--- src/rtl/srfp_pkg.sv ---
// Shared types, codes and tables for the stat record field parser.
package srfp_pkg;

    localparam logic [1:0] KIND_FIELD   = 2'd0;
    localparam logic [1:0] KIND_STRBYTE = 2'd1;
    localparam logic [1:0] KIND_STREND  = 2'd2;
    localparam logic [1:0] KIND_DONE    = 2'd3;

    localparam logic [2:0] ST_OK     = 3'd0;
    localparam logic [2:0] ST_SHORT  = 3'd1;
    localparam logic [2:0] ST_PREFIX = 3'd2;
    localparam logic [2:0] ST_BODY   = 3'd3;
    localparam logic [2:0] ST_SIZE   = 3'd4;
    localparam logic [2:0] ST_TRAIL  = 3'd5;

    localparam logic [3:0] PHASE_STRINGS = 4'd10;
    localparam logic [3:0] PHASE_WAIT    = 4'd11;

    localparam logic [2:0]  NUM_STRINGS = 3'd4;
    localparam logic [16:0] MIN_RECORD  = 17'd49;
    localparam logic [16:0] OFFSET_MAX  = 17'h1FFFF;

    localparam logic CFG_STRICT  = 1'b0;
    localparam logic CFG_DELIVER = 1'b1;

    localparam int Q_DEPTH = 4;

    typedef struct packed {
        logic [1:0]  kind;
        logic [3:0]  index;
        logic [63:0] value;
        logic [2:0]  status;
        logic [16:0] consumed;
        logic        last;
    } srfp_result_t;

    typedef struct packed {
        logic [1:0]              count;
        srfp_result_t [1:0]      item;
    } srfp_push_t;

    typedef struct packed {
        logic [16:0] offset;
        logic [63:0] acc;
        logic [3:0]  pos;
        logic [3:0]  fnum;
        logic [2:0]  snum;
        logic [15:0] srem;
        logic [15:0] dsize;
        logic        finished;
    } srfp_state_t;

    function automatic logic [3:0] fixed_len(input logic [3:0] fnum);
        logic [3:0] len;
        case (fnum)
            4'd0, 4'd1:                   len = 4'd2;
            4'd3:                         len = 4'd1;
            4'd5, 4'd9:                   len = 4'd8;
            default:                      len = 4'd4;
        endcase
        return len;
    endfunction

    function automatic srfp_result_t make_result(input logic [1:0] kind,
                                                 input logic [3:0] index,
                                                 input logic [63:0] value,
                                                 input logic [2:0] status,
                                                 input logic [16:0] consumed);
        srfp_result_t r;
        r.kind     = kind;
        r.index    = index;
        r.value    = value;
        r.status   = status;
        r.consumed = consumed;
        r.last     = 1'b0;
        return r;
    endfunction

endpackage

--- src/rtl/srfp_parse.sv ---
// Parse state registers and per-byte field, string and record-end logic.
module srfp_parse (
    input  logic                     clk,
    input  logic                     rst_n,
    input  logic                     fire,
    input  logic [7:0]               data_byte,
    input  logic                     last_byte,
    input  logic                     strict_check,
    input  logic                     deliver_strings,
    output srfp_pkg::srfp_push_t     push
);

    srfp_pkg::srfp_state_t state_reg;
    srfp_pkg::srfp_state_t state_next;

    srfp_pkg::srfp_result_t ra;
    srfp_pkg::srfp_result_t rd;
    logic                   va;
    logic                   vd;
    logic                   completed;
    logic                   ended;
    logic                   clear_all;
    logic [16:0]            off_n;
    logic [63:0]            acc_n;
    logic [3:0]             pos_inc;
    logic [15:0]            len;
    logic [15:0]            srem_n;
    logic [2:0]             snum_inc;
    logic                   mismatch;
    logic [2:0]             st;

    always_comb
    begin
        state_next = state_reg;
        ra         = '0;
        rd         = '0;
        va         = 1'b0;
        vd         = 1'b0;
        completed  = 1'b0;
        ended      = 1'b0;
        clear_all  = 1'b0;
        off_n      = state_reg.offset;
        acc_n      = state_reg.acc | ({56'd0, data_byte} << {state_reg.pos[2:0], 3'b000});
        pos_inc    = state_reg.pos + 4'd1;
        len        = {data_byte, state_reg.acc[7:0]};
        srem_n     = state_reg.srem - 16'd1;
        snum_inc   = state_reg.snum + 3'd1;
        mismatch   = 1'b0;
        st         = srfp_pkg::ST_OK;

        if (state_reg.finished)
        begin
            clear_all = last_byte;
        end
        else
        begin
            if (state_reg.offset != srfp_pkg::OFFSET_MAX)
            begin
                off_n = state_reg.offset + 17'd1;
            end
            state_next.offset = off_n;

            if (state_reg.fnum < srfp_pkg::PHASE_STRINGS)
            begin
                if (pos_inc >= srfp_pkg::fixed_len(state_reg.fnum))
                begin
                    ra = srfp_pkg::make_result(srfp_pkg::KIND_FIELD, state_reg.fnum, acc_n,
                                               srfp_pkg::ST_OK, 17'd0);
                    va = 1'b1;
                    if (state_reg.fnum == 4'd0)
                    begin
                        state_next.dsize = acc_n[15:0];
                    end
                    state_next.fnum = state_reg.fnum + 4'd1;
                    state_next.acc  = '0;
                    state_next.pos  = '0;
                end
                else
                begin
                    state_next.acc = acc_n;
                    state_next.pos = pos_inc;
                end
            end
            else if (state_reg.fnum == srfp_pkg::PHASE_STRINGS)
            begin
                if (state_reg.pos == 4'd0)
                begin
                    state_next.acc = {56'd0, data_byte};
                    state_next.pos = 4'd1;
                end
                else if (state_reg.pos == 4'd1)
                begin
                    state_next.acc = '0;
                    if (len == 16'd0)
                    begin
                        ra = srfp_pkg::make_result(srfp_pkg::KIND_STREND, {1'b0, state_reg.snum},
                                                   64'd0, srfp_pkg::ST_OK, 17'd0);
                        va    = 1'b1;
                        ended = 1'b1;
                    end
                    else
                    begin
                        state_next.srem = len;
                        state_next.pos  = 4'd2;
                    end
                end
                else
                begin
                    state_next.srem = srem_n;
                    if (srem_n == 16'd0)
                    begin
                        ra = srfp_pkg::make_result(srfp_pkg::KIND_STREND, {1'b0, state_reg.snum},
                                                   deliver_strings ? {56'd0, data_byte} : 64'd0,
                                                   srfp_pkg::ST_OK, 17'd0);
                        va    = 1'b1;
                        ended = 1'b1;
                    end
                    else if (deliver_strings)
                    begin
                        ra = srfp_pkg::make_result(srfp_pkg::KIND_STRBYTE, {1'b0, state_reg.snum},
                                                   {56'd0, data_byte}, srfp_pkg::ST_OK, 17'd0);
                        va = 1'b1;
                    end
                end
                if (ended)
                begin
                    state_next.snum = snum_inc;
                    state_next.pos  = '0;
                    if (snum_inc >= srfp_pkg::NUM_STRINGS)
                    begin
                        completed       = 1'b1;
                        state_next.fnum = srfp_pkg::PHASE_WAIT;
                    end
                end
            end

            mismatch = off_n != ({1'b0, state_next.dsize} + 17'd2);

            if (completed)
            begin
                if (last_byte)
                begin
                    st = (strict_check && mismatch) ? srfp_pkg::ST_SIZE : srfp_pkg::ST_OK;
                    rd = srfp_pkg::make_result(srfp_pkg::KIND_DONE, 4'd0, 64'd0, st,
                                               (st == srfp_pkg::ST_OK) ? off_n : 17'd0);
                    vd        = 1'b1;
                    clear_all = 1'b1;
                end
                else if (!strict_check)
                begin
                    rd = srfp_pkg::make_result(srfp_pkg::KIND_DONE, 4'd0, 64'd0,
                                               srfp_pkg::ST_OK, off_n);
                    vd                  = 1'b1;
                    state_next.finished = 1'b1;
                end
            end
            else if (last_byte)
            begin
                if (state_next.fnum >= srfp_pkg::PHASE_WAIT)
                begin
                    st = mismatch ? srfp_pkg::ST_SIZE : srfp_pkg::ST_TRAIL;
                end
                else if (off_n < srfp_pkg::MIN_RECORD ||
                         state_next.fnum < srfp_pkg::PHASE_STRINGS)
                begin
                    st = srfp_pkg::ST_SHORT;
                end
                else if (state_next.pos < 4'd2)
                begin
                    st = srfp_pkg::ST_PREFIX;
                end
                else
                begin
                    st = srfp_pkg::ST_BODY;
                end
                rd = srfp_pkg::make_result(srfp_pkg::KIND_DONE, 4'd0, 64'd0, st, 17'd0);
                vd        = 1'b1;
                clear_all = 1'b1;
            end
        end

        if (clear_all)
        begin
            state_next = '0;
        end
    end

    always_comb
    begin
        push.item = '0;
        if (va)
        begin
            push.item[0] = ra;
            push.item[1] = rd;
            push.count   = vd ? 2'd2 : 2'd1;
        end
        else
        begin
            push.item[0] = rd;
            push.count   = vd ? 2'd1 : 2'd0;
        end
        if (push.count == 2'd2)
        begin
            push.item[1].last = 1'b1;
        end
        else
        begin
            push.item[0].last = 1'b1;
        end
        if (!fire)
        begin
            push.count = 2'd0;
        end
    end

    always_ff @(posedge clk or negedge rst_n)
    begin
        if (!rst_n)
        begin
            state_reg <= '0;
        end
        else if (fire)
        begin
            state_reg <= state_next;
        end
    end

endmodule

--- src/rtl/srfp_outq.sv ---
// Result queue: takes up to two results per cycle, presents one per transfer.
module srfp_outq (
    input  logic                       clk,
    input  logic                       rst_n,
    input  srfp_pkg::srfp_push_t       push,
    output logic                       space,
    output logic                       out_valid,
    input  logic                       out_ready,
    output srfp_pkg::srfp_result_t     head
);

    srfp_pkg::srfp_result_t [srfp_pkg::Q_DEPTH-1:0] q_reg;
    srfp_pkg::srfp_result_t [srfp_pkg::Q_DEPTH-1:0] q_next;
    logic [2:0] cnt_reg;
    logic [2:0] cnt_next;
    logic [2:0] base;
    logic       pop;

    assign out_valid = cnt_reg != 3'd0;
    assign space     = cnt_reg <= 3'd2;
    assign head      = q_reg[0];
    assign pop       = out_valid && out_ready;
    assign base      = cnt_reg - {2'd0, pop};
    assign cnt_next  = base + {1'b0, push.count};

    always_comb
    begin
        for (int i = 0; i < srfp_pkg::Q_DEPTH; i++)
        begin
            if (pop && i < srfp_pkg::Q_DEPTH - 1)
            begin
                q_next[i] = q_reg[i+1];
            end
            else
            begin
                q_next[i] = q_reg[i];
            end
            if (push.count != 2'd0 && base == 3'(i))
            begin
                q_next[i] = push.item[0];
            end
            if (push.count == 2'd2 && base + 3'd1 == 3'(i))
            begin
                q_next[i] = push.item[1];
            end
        end
    end

    always_ff @(posedge clk)
    begin
        q_reg <= q_next;
    end

    always_ff @(posedge clk or negedge rst_n)
    begin
        if (!rst_n)
        begin
            cnt_reg <= '0;
        end
        else
        begin
            cnt_reg <= cnt_next;
        end
    end

endmodule

--- src/rtl/stat_record_field_parser_core.sv ---
// Top level of the stat record field parser: config registers, parser and result queue.
//
// Takes one stat record byte per transfer, with last_byte on the final byte of
// the buffer, and returns fixed fields, string bytes (when delivery is enabled),
// string ends and one record-done result carrying status and bytes consumed. A
// byte is parsed in the cycle it is accepted and its results are registered in
// the result queue, whose head drives the output. One byte can be accepted every
// cycle while the four-entry result queue has room for two results; the output
// side delivers one result per cycle while out_ready is high, so a byte that
// yields two results (a field, string byte or string end plus record done)
// presents them in turn. Configuration writes take effect on the next accepted byte.
module stat_record_field_parser_core (
    input  logic        clk,
    input  logic        rst_n,
    input  logic        cfg_write,
    input  logic        cfg_index,
    input  logic        cfg_data,
    input  logic        in_valid,
    output logic        in_ready,
    input  logic [7:0]  data_byte,
    input  logic        last_byte,
    output logic        out_valid,
    input  logic        out_ready,
    output logic [1:0]  result_kind,
    output logic [3:0]  field_index,
    output logic [63:0] field_value,
    output logic [2:0]  status,
    output logic [16:0] bytes_consumed,
    output logic        last_of_run
);

    logic                   strict_reg;
    logic                   deliver_reg;
    logic                   fire;
    srfp_pkg::srfp_push_t   push;
    srfp_pkg::srfp_result_t head;

    assign fire = in_valid && in_ready;

    always_ff @(posedge clk or negedge rst_n)
    begin
        if (!rst_n)
        begin
            strict_reg  <= 1'b0;
            deliver_reg <= 1'b1;
        end
        else if (cfg_write)
        begin
            unique case (cfg_index)
                srfp_pkg::CFG_STRICT:  strict_reg  <= cfg_data;
                srfp_pkg::CFG_DELIVER: deliver_reg <= cfg_data;
                default:               strict_reg  <= strict_reg;
            endcase
        end
    end

    srfp_parse u_parse (
        .clk             (clk),
        .rst_n           (rst_n),
        .fire            (fire),
        .data_byte       (data_byte),
        .last_byte       (last_byte),
        .strict_check    (strict_reg),
        .deliver_strings (deliver_reg),
        .push            (push)
    );

    srfp_outq u_outq (
        .clk       (clk),
        .rst_n     (rst_n),
        .push      (push),
        .space     (in_ready),
        .out_valid (out_valid),
        .out_ready (out_ready),
        .head      (head)
    );

    assign result_kind    = head.kind;
    assign field_index    = head.index;
    assign field_value    = head.value;
    assign status         = head.status;
    assign bytes_consumed = head.consumed;
    assign last_of_run    = head.last;

endmodule

--- config.mk ---
export PLATFORM = sky130hd
export DESIGN_NAME = stat_record_field_parser_core
export DESIGN_NICKNAME = d
export VERILOG_FILES = /design/src/rtl/srfp_pkg.sv /design/src/rtl/srfp_parse.sv /design/src/rtl/srfp_outq.sv /design/src/rtl/stat_record_field_parser_core.sv
export SDC_FILE = /design/constraint.sdc
export NUM_CORES = 1
export LEC_CHECK = 0
export BUFFER_PORTS_ARGS = -buffer_cell sky130_fd_sc_hd__buf_2
export CAP_MARGIN = 20
export CORE_AREA = 2 2 217 219
export CTS_CLUSTER_DIAMETER = 40
export DETAILED_ROUTE_END_ITERATION = 8
export DIE_AREA = 0 0 219 221
export PLACE_DENSITY_LB_ADDON = 0.12
export SYNTH_ARGS = -nofsm -noshare
export SYNTH_HDL_FRONTEND = slang
export SYNTH_SLANG_ARGS = --single-unit
--- constraint.sdc ---
create_clock -name clk -period 8.7 [get_ports clk]
set_input_delay 0.87 -clock clk [delete_from_list [all_inputs] [get_ports clk]]
set_output_delay 0.87 -clock clk [all_outputs]
set_load 0.1 [all_outputs]
==> flow_metrics.env <==
export IMPL_status="finished, final reports clean"
export IMPL_clk_pin_slew_worst_paths_ns=0.06
export IMPL_routed_wl_mm=68.6
export IMPL_fin_skew_ns=0.0237
export IMPL_drive_gt1_frac=0.141
export IMPL_drv_slew=0
export IMPL_hold_viol=0
export IMPL_syn_inst=2548
export IMPL_worstSkewPairLatency_ns=0.63
export IMPL_seq_area_mm2=0.0142
export IMPL_layout_nets=2547
export IMPL_cp_depth=23
export IMPL_synth_edf_count=364
export IMPL_dr_pass1_iters=8
export IMPL_cts_buffers=74
export IMPL_ant_nets=0
export IMPL_grt_pass1_wl_mm=108
export IMPL_grt_max_degree=77
export IMPL_grt_usage=0.286
export IMPL_syn_area_mm2=0.0251
export IMPL_rr_startpoint="u_parse.state_reg[41]"
export IMPL_startpoint_type="flop"
export IMPL_first_global_vias=18500
export IMPL_rsz0062_at_grt="false"
export IMPL_r2r_cells=23
export IMPL_htreeDepth=3
export IMPL_synth_most_common_cell="nand2_1"
export IMPL_ys_ff_latch=494
export IMPL_ys_warnings_count=0
export IMPL_wl_per_cell_um=21.6
export IMPL_synthDistinctLibCells=88
export IMPL_setup_viol=0
export IMPL_fin_tns_setup_ns=0
export IMPL_drc=0
export IMPL_path_cells="inv_1, ha_1, ha_1, o211ai_1, o21a_1, inv_1, nand2_1, buf_4, a21oi_1, a21oi_1, inv_1, ha_1, o21ai_0, nor4b_1, mux2i_1, nand2b_1, a2111oi_0, nand4_1, and4bb_1, nand3_1, a211o_2, buf_4, o31ai_1"
export IMPL_min_period_over_period=0.779
export IMPL_tightest_slew_ns=1.14
export IMPL_cts_buffer_depth=3
export IMPL_coreArea_mm2=0.0461
export IMPL_max_stage_delay_ns=0.79
export IMPL_antenna_found_initial=0
export IMPL_critical_path_slowest_cell="dfrtp_1"
export IMPL_crit_fanout=68
export IMPL_yosysSeqAreaShare=0.566
export IMPL_async_flop_share=0.263
export IMPL_dr_first_iter_drc_count=2159
export IMPL_placementRows=79
export IMPL_die_width_um=219
export IMPL_via_count=19500
export IMPL_io_pins=109
export IMPL_port_buffers=108
export IMPL_critPathCaptureType="flop"
export IMPL_fillCellCount=3961
export IMPL_place_hpwl_mm=44.7
export IMPL_worst_path_buf_inv=5
export IMPL_ys_flop_type="edfxtp_1"
export IMPL_hp_class="input port to asynchronous set/reset pin"
export IMPL_ir_worst_vdd_mv=0.434
export IMPL_cts_setup_buffers=0
export IMPL_holdWs_ns=0.376
export IMPL_arrival_ns=7.19
export IMPL_synth_avg_cell_area_um2=9.84
export IMPL_cts_root_buffer="clkbuf_16"
export IMPL_multi_input_area_mm2=0.00942
export IMPL_dieArea_mm2=0.0484
export IMPL_grt_overflow_total=0
export IMPL_clock_sinks=494
export IMPL_cts_tree="yes"
export IMPL_crit_end="u_outq.q_reg[107]"
export IMPL_ctsHoldBuffers=0
export IMPL_p_per_area_mw_per_mm2=387
export IMPL_crit_type="flop to flop"
export IMPL_yosysTopAreaCellShare=0.436
export IMPL_worstPathRequired_ns=9.12
export IMPL_die_height_um=221
export IMPL_gp_congestion=0.961
export IMPL_drv_cap=0
export IMPL_largest_reg_flops=273
export IMPL_start_util=0.544
export IMPL_p_leak_nw=10.6
export IMPL_synth_fp_nets=2588
export IMPL_post_cts_resized=0
export IMPL_r2r_setup_slack_ns=1.93
export IMPL_slew_headroom=0.235
export IMPL_path_delay_family="compound AO/OA/AOI/OAI gates"
export IMPL_crit_path_start="u_parse.state_reg[41]"
export IMPL_r2r_end="u_outq.q_reg[107]"
export IMPL_area_growth_pct=11.4
export IMPL_fin_crit_ns=6.77
export IMPL_yosys_top_cells_count="nand2_1 (523), edfxtp_1 (364), a21oi_1 (338), nor2_1 (213), clkbuf_1 (144)"
export IMPL_max_freq_mhz=148
export IMPL_synth_top_area_cell="edfxtp_1"
export IMPL_antennaDiodeCount=0
export IMPL_via_per_inst=6.15
export IMPL_synthTopCellsByArea="edfxtp_1 (44%), dfrtp_1 (13%), nand2_1 (7.8%)"
[kinds of logic (layout without fill, tap and decap cells)]
family                   after synthesis  count (layout)  share of synthesized area
flip-flops                           494             494                      0.566
adder cells (fa/ha/maj)               24              24                     0.0123
multiplexers                          11              11                    0.00519
buffers and inverters                315             333                     0.0628
AO/OA/AOI/OAI                        674             674                      0.162
AND/OR/NAND/NOR                      990             990                      0.175
XOR/XNOR                              40              40                     0.0168
[power by group]
part | internal (mW) | switching (mW)
sequential | 3.32 | 0.235
combinational | 0.944 | 3.41
clock | 1.77 | 1.15
[cell usage in the layout, fill, tap and decap left out, drive strengths merged, types with 11 or more instances in the layout]
cell type and count:
o22ai 13, a31oi 16, and2 11, o31ai 64, nand3 30, or2 13
dfrtp 129, or3 12, o21ai 107, clkbuf 81, clkinv 29, nor3 105
edfxtp 364, a211oi 34, nand2 523, nor2 214, xnor2 23, buf 163
nand4 13, a21oi 338, a22o 42, nor4 18, xor2 13, inv 48
ha 23
[metal layers]
metal	track usage	up-vias	share of wire
met5	0	-	0
met4	0.0929	0	0.023
met3	0.0459	105	0.084
met2	0.416	869	0.44
met1	0.437	9542	0.45
li1	-	8987	-
[worst register-to-register path, stage by stage (launching register included)]
cell       delay (ns)
dfrtp_1          0.79
inv_1            0.28
ha_1             0.40
ha_1             0.30
o211ai_1         0.08
o21a_1           0.18
inv_1            0.37
nand2_1          0.09
buf_4            0.24
a21oi_1          0.27
a21oi_1          0.13
inv_1            0.08
ha_1             0.23
o21ai_0          0.12
nor4b_1          0.43
mux2i_1          0.23
nand2b_1         0.19
a2111oi_0        0.41
nand4_1          0.23
and4bb_1         0.30
nand3_1          0.11
a211o_2          0.36
buf_4            0.35
o31ai_1          0.42
[through the flow]
step / std cells / power, mW / util / setup slack [ns] / area (um2)
after global routing: 3173 / 11.3 / 0.606 / 1.56 / 27900
after CTS: 3169 / 10.8 / 0.605 / 2.01 / 27900
after floorplan: 2548 / 6.96 / - / 2.14 / 25100
final: 3173 / 10.8 / 0.606 / 1.93 / 27900
after detailed placement: 3034 / 7.88 / 0.552 / 2.06 / 25400
after global placement: 3032 / 7.84 / 0.552 / 2.15 / 25400
[how the worst min path moves through the flow]
stage                              to  depth (start not counted)                  start
2_1_floorplan   u_parse.state_reg[16]                          2  u_parse.state_reg[16]
3_3_place_gp    u_parse.state_reg[16]                          2  u_parse.state_reg[16]
3_5_place_dp    u_parse.state_reg[16]                          2  u_parse.state_reg[16]
4_1_cts         u_parse.state_reg[32]                          1                  rst_n
5_1_grt         u_parse.state_reg[32]                          1                  rst_n
6_report       u_parse.state_reg[112]                          1                  rst_n
[layout make-up]
type                       instances  area share
sequential                       494       0.508
multi-input combinational       1739       0.337
clock buffer                      81      0.0683
timing repair buffer             163      0.0356
tap                              607      0.0272
clock inverter                    54      0.0191
inverter                          35     0.00470
(Power assumes the default switching activity.)
